[src/rtl/csvt_pkg.sv]
// Types and constants shared by the CSV stream tokeniser modules.
package csvt_pkg;

   localparam int UNIT_BITS = 16;
   localparam logic [15:0] UNIT_MASK = 16'((17'd1 << UNIT_BITS) - 17'd1);

   localparam logic [15:0] CH_LF    = 16'h000A;
   localparam logic [15:0] CH_CR    = 16'h000D;
   localparam logic [15:0] CH_QUOTE = 16'h0022;
   localparam logic [15:0] CH_COMMA = 16'h002C;

   localparam logic KIND_UNIT  = 1'b0;
   localparam logic KIND_FLUSH = 1'b1;

   typedef enum logic [1:0] {
      EV_DATA = 2'd0,
      EV_CELL = 2'd1,
      EV_ROW  = 2'd2
   } ev_type;

   typedef struct packed {
      logic [1:0]  count;
      ev_type      ev0;
      ev_type      ev1;
      ev_type      ev2;
      logic [15:0] data;
   } evlist_type;

endpackage

[src/rtl/csvt_core.sv]
// Tokeniser state and the event list that one accepted item produces.
module csvt_core (
   input  logic                   clock,
   input  logic                   reset,
   input  logic                   accept,
   input  logic                   kind,
   input  logic [15:0]            unit,
   output csvt_pkg::evlist_type   events
);
   import csvt_pkg::*;

   logic quote_pending_ff, quote_pending_in;
   logic in_quotes_ff, in_quotes_in;
   logic cr_pending_ff, cr_pending_in;
   logic cell_has_data_ff, cell_has_data_in;
   logic row_has_cells_ff, row_has_cells_in;

   always_comb begin
      ev_type      slot [3];
      logic [1:0]  n;
      logic [15:0] c;
      logic        qp, iq, cr, chd, rhc, done;

      slot[0] = EV_DATA;
      slot[1] = EV_DATA;
      slot[2] = EV_DATA;
      n       = 2'd0;
      c       = unit & UNIT_MASK;
      qp      = quote_pending_ff;
      iq      = in_quotes_ff;
      cr      = cr_pending_ff;
      chd     = cell_has_data_ff;
      rhc     = row_has_cells_ff;
      done    = 1'b0;

      if (kind == KIND_FLUSH) begin
         if (chd) begin
            slot[n] = EV_CELL;
            n = n + 2'd1;
            rhc = 1'b1;
         end
         if (rhc) begin
            slot[n] = EV_ROW;
            n = n + 2'd1;
         end
         qp  = 1'b0;
         iq  = 1'b0;
         cr  = 1'b0;
         chd = 1'b0;
         rhc = 1'b0;
      end else begin
         if (qp && c != CH_QUOTE) begin
            iq = ~iq;
            qp = 1'b0;
         end
         if (c == CH_LF) begin
            if (!iq) begin
               if (chd) begin
                  slot[n] = EV_CELL;
                  n = n + 2'd1;
                  chd = 1'b0;
               end
               slot[n] = EV_ROW;
               n = n + 2'd1;
               rhc  = 1'b0;
               cr   = 1'b0;
               done = 1'b1;
            end
         end else if (c == CH_CR) begin
            if (!iq) begin
               if (cr) begin
                  if (chd) begin
                     slot[n] = EV_CELL;
                     n = n + 2'd1;
                     chd = 1'b0;
                  end
                  slot[n] = EV_ROW;
                  n = n + 2'd1;
                  rhc = 1'b0;
               end
               cr   = 1'b1;
               done = 1'b1;
            end
         end else begin
            if (cr) begin
               if (chd) begin
                  slot[n] = EV_CELL;
                  n = n + 2'd1;
                  chd = 1'b0;
               end
               slot[n] = EV_ROW;
               n = n + 2'd1;
               rhc = 1'b0;
            end
            cr = 1'b0;
         end
         if (!done && c == CH_QUOTE) begin
            if (qp) begin
               qp = 1'b0;
            end else begin
               qp   = 1'b1;
               done = 1'b1;
            end
         end
         if (!done && c == CH_COMMA && !iq) begin
            slot[n] = EV_CELL;
            n = n + 2'd1;
            chd  = 1'b0;
            rhc  = 1'b1;
            done = 1'b1;
         end
         if (!done) begin
            slot[n] = EV_DATA;
            n = n + 2'd1;
            chd = 1'b1;
         end
      end

      events.count = n;
      events.ev0   = slot[0];
      events.ev1   = slot[1];
      events.ev2   = slot[2];
      events.data  = c;

      quote_pending_in = qp;
      in_quotes_in     = iq;
      cr_pending_in    = cr;
      cell_has_data_in = chd;
      row_has_cells_in = rhc;
   end

   always_ff @(posedge clock) begin
      if (reset) begin
         quote_pending_ff <= 1'b0;
         in_quotes_ff     <= 1'b0;
         cr_pending_ff    <= 1'b0;
         cell_has_data_ff <= 1'b0;
         row_has_cells_ff <= 1'b0;
      end else if (accept) begin
         quote_pending_ff <= quote_pending_in;
         in_quotes_ff     <= in_quotes_in;
         cr_pending_ff    <= cr_pending_in;
         cell_has_data_ff <= cell_has_data_in;
         row_has_cells_ff <= row_has_cells_in;
      end
   end

endmodule

[src/rtl/csvt_out.sv]
// Result register that holds the events of one item and hands them out one by one.
module csvt_out (
   input  logic                  clock,
   input  logic                  reset,
   input  logic                  load,
   input  csvt_pkg::evlist_type  events,
   output logic                  can_load,
   output logic                  rsp_valid,
   input  logic                  rsp_ready,
   output logic [1:0]            rsp_event_res,
   output logic [15:0]           rsp_data_unit,
   output logic                  rsp_run_last
);
   import csvt_pkg::*;

   ev_type      ev_ff [3];
   ev_type      ev_in [3];
   logic [15:0] data_ff, data_in;
   logic [1:0]  rem_ff, rem_in;
   logic [1:0]  ptr_ff, ptr_in;
   ev_type      cur_ev;
   logic        take;

   assign cur_ev        = ev_ff[ptr_ff];
   assign rsp_valid     = (rem_ff != 2'd0);
   assign rsp_run_last  = (rem_ff == 2'd1);
   assign rsp_event_res = cur_ev;
   assign rsp_data_unit = (cur_ev == EV_DATA) ? data_ff : 16'd0;
   assign take          = rsp_valid && rsp_ready;
   assign can_load      = (rem_ff == 2'd0) || (rsp_run_last && rsp_ready);

   always_comb begin
      ev_in   = ev_ff;
      data_in = data_ff;
      rem_in  = rem_ff;
      ptr_in  = ptr_ff;
      if (load) begin
         ev_in[0] = events.ev0;
         ev_in[1] = events.ev1;
         ev_in[2] = events.ev2;
         data_in  = events.data;
         rem_in   = events.count;
         ptr_in   = 2'd0;
      end else if (take) begin
         rem_in = rem_ff - 2'd1;
         ptr_in = ptr_ff + 2'd1;
      end
   end

   always_ff @(posedge clock) begin
      if (reset) begin
         rem_ff <= 2'd0;
         ptr_ff <= 2'd0;
      end else begin
         rem_ff <= rem_in;
         ptr_ff <= ptr_in;
      end
   end

   always_ff @(posedge clock) begin
      ev_ff   <= ev_in;
      data_ff <= data_in;
   end

endmodule

[src/rtl/csv_stream_tokenizer.sv]
// Top level of the CSV stream tokeniser.
// An item is taken in every cycle as long as each item gives at most one event and
// rsp_ready is high; its events appear on the result port from the cycle after it is
// taken. An item that gives k events (up to three) holds the single result register
// until all k have left, one event per cycle while rsp_ready is high, and the next item
// is taken in the cycle its last event leaves. Items that give no event leave it empty.
module csv_stream_tokenizer (
   input  logic        clock,
   input  logic        reset,
   input  logic        req_valid,
   output logic        req_ready,
   input  logic        req_kind,
   input  logic [15:0] req_unit,
   output logic        rsp_valid,
   input  logic        rsp_ready,
   output logic [1:0]  rsp_event_res,
   output logic [15:0] rsp_data_unit,
   output logic        rsp_run_last
);
   import csvt_pkg::*;

   evlist_type events;
   logic       accept;

   assign accept = req_valid && req_ready;

   csvt_core u_core (
      .clock  (clock),
      .reset  (reset),
      .accept (accept),
      .kind   (req_kind),
      .unit   (req_unit),
      .events (events)
   );

   csvt_out u_out (
      .clock         (clock),
      .reset         (reset),
      .load          (accept),
      .events        (events),
      .can_load      (req_ready),
      .rsp_valid     (rsp_valid),
      .rsp_ready     (rsp_ready),
      .rsp_event_res (rsp_event_res),
      .rsp_data_unit (rsp_data_unit),
      .rsp_run_last  (rsp_run_last)
   );

endmodule

[config.mk]
export PLATFORM = sky130hd
export DESIGN_NAME = csv_stream_tokenizer
export DESIGN_NICKNAME = d
export VERILOG_FILES = /design/src/rtl/csvt_pkg.sv /design/src/rtl/csvt_core.sv /design/src/rtl/csvt_out.sv /design/src/rtl/csv_stream_tokenizer.sv
export SDC_FILE = /design/constraint.sdc
export NUM_CORES = 1
export LEC_CHECK = 0
export BUFFER_PORTS_ARGS = -buffer_cell sky130_fd_sc_hd__clkbuf_2
export CAP_MARGIN = 10
export CELL_PAD_IN_SITES_DETAIL_PLACEMENT = 0
export CELL_PAD_IN_SITES_GLOBAL_PLACEMENT = 1
export CORE_MARGIN = 1.5
export CORE_UTILIZATION = 44
export CTS_CLUSTER_DIAMETER = 120
export CTS_CLUSTER_SIZE = 12
export DETAILED_ROUTE_END_ITERATION = 7
export PLACE_DENSITY = 0.81
export SYNTH_ARGS = -nofsm -noshare
export SYNTH_HDL_FRONTEND = slang
export SYNTH_SLANG_ARGS = --single-unit
export TNS_END_PERCENT = 1
[constraint.sdc]
create_clock -name clock -period 5.5 [get_ports clock]
set_input_delay 0.55 -clock clock [delete_from_list [all_inputs] [get_ports clock]]
set_output_delay 0.55 -clock clock [all_outputs]
set_load 0.02 [all_outputs]
==> out/results.ini <==
[grt]
grtUsageTotal_pct = 19.3
grt_max_degree = 27
grt_pass1_wl_mm = 6.40
grt_pass1_vias = 1396
grt_antenna_before_repair = 0
grt_overflow = 0

[floorplan]
dieArea_um2 = 4400
dieHeight_um = 66.4
initial_core_util_pct = 46.8
num_rows = 22
io_pins = 42
die_w_um = 66.4
core_area_um2 = 3770

[yosys]
synthCells = 169
synth_cell_type_count = 48
syn_area_um2 = 1770
yosysWarnings = 0
synth.avg_cell_area_um2 = 10.5
synth_nets = 196
ys_ff_latch = 30
seq_area_frac_synth_pct = 45.9

[layout]
final-seq-area_um2 = 811
fin_nets = 238
multi_input_area_um2 = 913
layoutNonFillerInstCount = 260
area_growth_syn_to_layout_pct = 18.3
diodes = 0
fill_cells = 360
drive_gt1_share_pct = 29.2

[routing]
totalWireLength_mm = 3.83
dr.pass1.iters = 4
highest-signal-layer = met4
dr_wl_met3_um = 169
vias = 1449
dr.first_iter.drc_count = 55
drc = 0
vias_per_cell = 5.57
wl_met1_mm = 1.84
wire_per_inst_um = 14.7
ant_nets = 0
wl_met2_mm = 1.76

[cts]
clock-sinks = 30
htree_levels = 2
cts_setup_buffers = 0
cts_buffers = 5
hold_buffers = 0
cts_repair_resize_count = 0
cts_buffer_depth = 2
ctsRootBufferMaster = clkbuf_8
clk-insertion-delay-late_ns = 0.28
clk_pin_slew_ns = 0.06
cts_tree = built

[sta]
post-route-period-util_pct = 61.8
clock.fmax_mhz = 294
skew_ns = 0.00619
setup_violations = 0
slew_viol_final = 0
worstMarginPinSlew_ns = 0.981
fin_crit_ns = 3.40
hold_viol_final = 0
relSlewSlack_pct = 34.5
holdWs_ns = 0.460
rsz0062_at_grt = false
setup_tns_ns = 0

[placement]
io_buffers = 41
dp.cells = 252
routabilityCongestion = 0.920
place_hpwl_mm = 2.88

[setup_path]
crit_required_ns = 5.54
crit_end = u_out.ev_ff[5]$_DFFE_PP_
r2r-start = u_core.quote_pending_ff$_SDFFE_PP0P_
end_kind = flop
reg2reg_to = u_out.ev_ff[5]$_DFFE_PP_
cp_max_fo = 6
worstRegToRegCells = 11
startpoint = req_unit[8]
start_kind = input port
critPathArrivalTime_ns = 3.44
r2r_setup_slack_ns = 2.62
crit_type = input port to flop

[power]
p_leak_nw = 0.792
p_per_area_nw_per_um2 = 382
vdd_ir_drop_max_uv = 166

[job]
maxCapViolCount = 0

[outcome]
status = finished clean

[worst_hold_path]
min-delay-path-class = input port to flop

## metrics by stage
| stage | util (%) | worst slack, ns | power (mW) | cell area [µm²] |
|---|---|---|---|---|
| 4_1_cts | 55.4 | 2.13 | 0.807 | 2090 |
| 3_5_place_dp | 53.3 | 1.84 | 0.643 | 2010 |
| 2_1_floorplan | - | 2.19 | 0.543 | 1770 |
| 5_1_grt | 55.4 | 1.88 | 0.848 | 2090 |
| 6_report | 55.4 | 2.10 | 0.798 | 2090 |
| 3_3_place_gp | 53.3 | 1.92 | 0.633 | 2010 |
## worst min-delay path by stage
stage	depth (start not counted)	startpoint	to	slack (ns)
floorplan	2	u_core.row_has_cells_ff$_SDFFE_PP0P_	u_core.row_has_cells_ff$_SDFFE_PP0P_	0.46
global placement	2	u_core.row_has_cells_ff$_SDFFE_PP0P_	u_core.row_has_cells_ff$_SDFFE_PP0P_	0.48
detailed placement	2	u_core.row_has_cells_ff$_SDFFE_PP0P_	u_core.row_has_cells_ff$_SDFFE_PP0P_	0.49
CTS	1	req_unit[11]	u_out.data_ff[11]$_DFFE_PP_	0.46
global route	1	req_unit[11]	u_out.data_ff[11]$_DFFE_PP_	0.45
finish	1	req_unit[11]	u_out.data_ff[11]$_DFFE_PP_	0.46
## cell families after synthesis
logic type,Yosys count,share of synthesized area (%)
simple gates,81,29.6
compound gates,34,13.7
flops,30,45.9
buf+inv,11,2.41
fa+ha+maj,6,4.25
mux,4,2.62
xor+xnor,3,1.49
## cell usage after synthesis, drive strengths merged
cell | instances | area, µm²
o21ai | 6 | 30.0
o2bb2ai | 2 | 17.5
o41ai | 1 | 8.76
xnor2 | 1 | 8.76
and4bb | 2 | 25.0
a41oi | 1 | 8.76
nand2b | 4 | 25.0
o21a | 2 | 15.0
a211oi | 1 | 20.0
nand3 | 5 | 25.0
nor4bb | 1 | 10.0
o211ai | 2 | 15.0
edfxtp | 21 | 631
nor4b | 2 | 17.5
inv | 5 | 18.8
ha | 6 | 75.1
or4 | 3 | 30.0
or3 | 3 | 18.8
nand2 | 12 | 52.6
nor3b | 3 | 22.5
nor2b | 3 | 18.8
nor3 | 8 | 51.3
a21oi | 7 | 38.8
and3b | 2 | 17.5
a221oi | 2 | 17.5
and2 | 19 | 121
buf | 2 | 8.75
o31ai | 1 | 7.51
nand4bb | 1 | 11.3
mux2i | 2 | 20.0
a31o | 3 | 26.3
a31oi | 6 | 37.5
nor2 | 6 | 22.5
mux2 | 2 | 26.3
nor4 | 1 | 6.26
nand3b | 2 | 15.0
and4b | 2 | 20.0
dfxtp | 9 | 180
xor2 | 2 | 17.5
clkbuf | 4 | 15.0
nand4 | 2 | 12.5
## per-layer routing
layer  vias up  track usage, %
li1        722               -
met1       688            24.9
met2        33            31.1
met3         6            5.62
met4         0            6.12
met5         -               0
## placed cells by master (no fill, tap or decap), types with 2 or more instances in the layout
cell type	n
clkbuf_2	41
edfxtp_1	21
and2_1	17
nand2_1	11
dfxtp_1	9
nor3_1	7
nor2_1	6
a21oi_1	6
a31oi_1	6
o21ai_0	6
ha_1	6
inv_1	5
nand3_1	5
clkbuf_8	5
nand2b_1	4
nor3b_1	3
a31o_2	3
or3_1	3
nor2b_1	3
or4_4	2
nor4b_1	2
and4bb_2	2
o21a_1	2
and3b_1	2
and2_2	2
and4b_1	2
mux2i_1	2
nand3b_1	2
xor2_1	2
o211ai_1	2
a221oi_1	2
o2bb2ai_1	2
nand4_1	2
## state kept, by name, summed over array words and instances (netlist names)
name / cells
u_core.cell_has_data_ff: 1
u_core.cr_pending_ff: 1
u_core.in_quotes_ff: 1
u_core.quote_pending_ff: 1
u_core.row_has_cells_ff: 1
u_out.data_ff: 16
u_out.ev_ff: 5
u_out.ptr_ff: 2
u_out.rem_ff: 2
## critical path: stages
cell and delay (ns):
clkbuf_2 0.09, or4_4 0.54, and4bb_2 0.36, mux2_4 0.22, nand2_4 0.06, a21oi_1 0.33, nand2_1 0.13, ha_1 0.30
and4b_1 0.19, a31oi_1 0.17, ha_1 0.18, nand3_1 0.06, a31o_2 0.25
## cell type report
type	instances	share of cell area, %
Multi-Input combinational cell	128	43.7
Sequential cell	30	38.8
Timing Repair Buffer	41	9.82
Clock buffer	6	3.47
Tap cell	48	2.87
Inverter	5	0.898
Clock inverter	2	0.419
## where the power goes
part	switching (mW)	total, mW	internal (mW)
Clock	0.0786	0.165	0.0867
Sequential	0.0209	0.326	0.305
Combinational	0.204	0.307	0.102
Total	0.304	0.798	0.495
No activity file was read; power rests on OpenSTA's default activity.
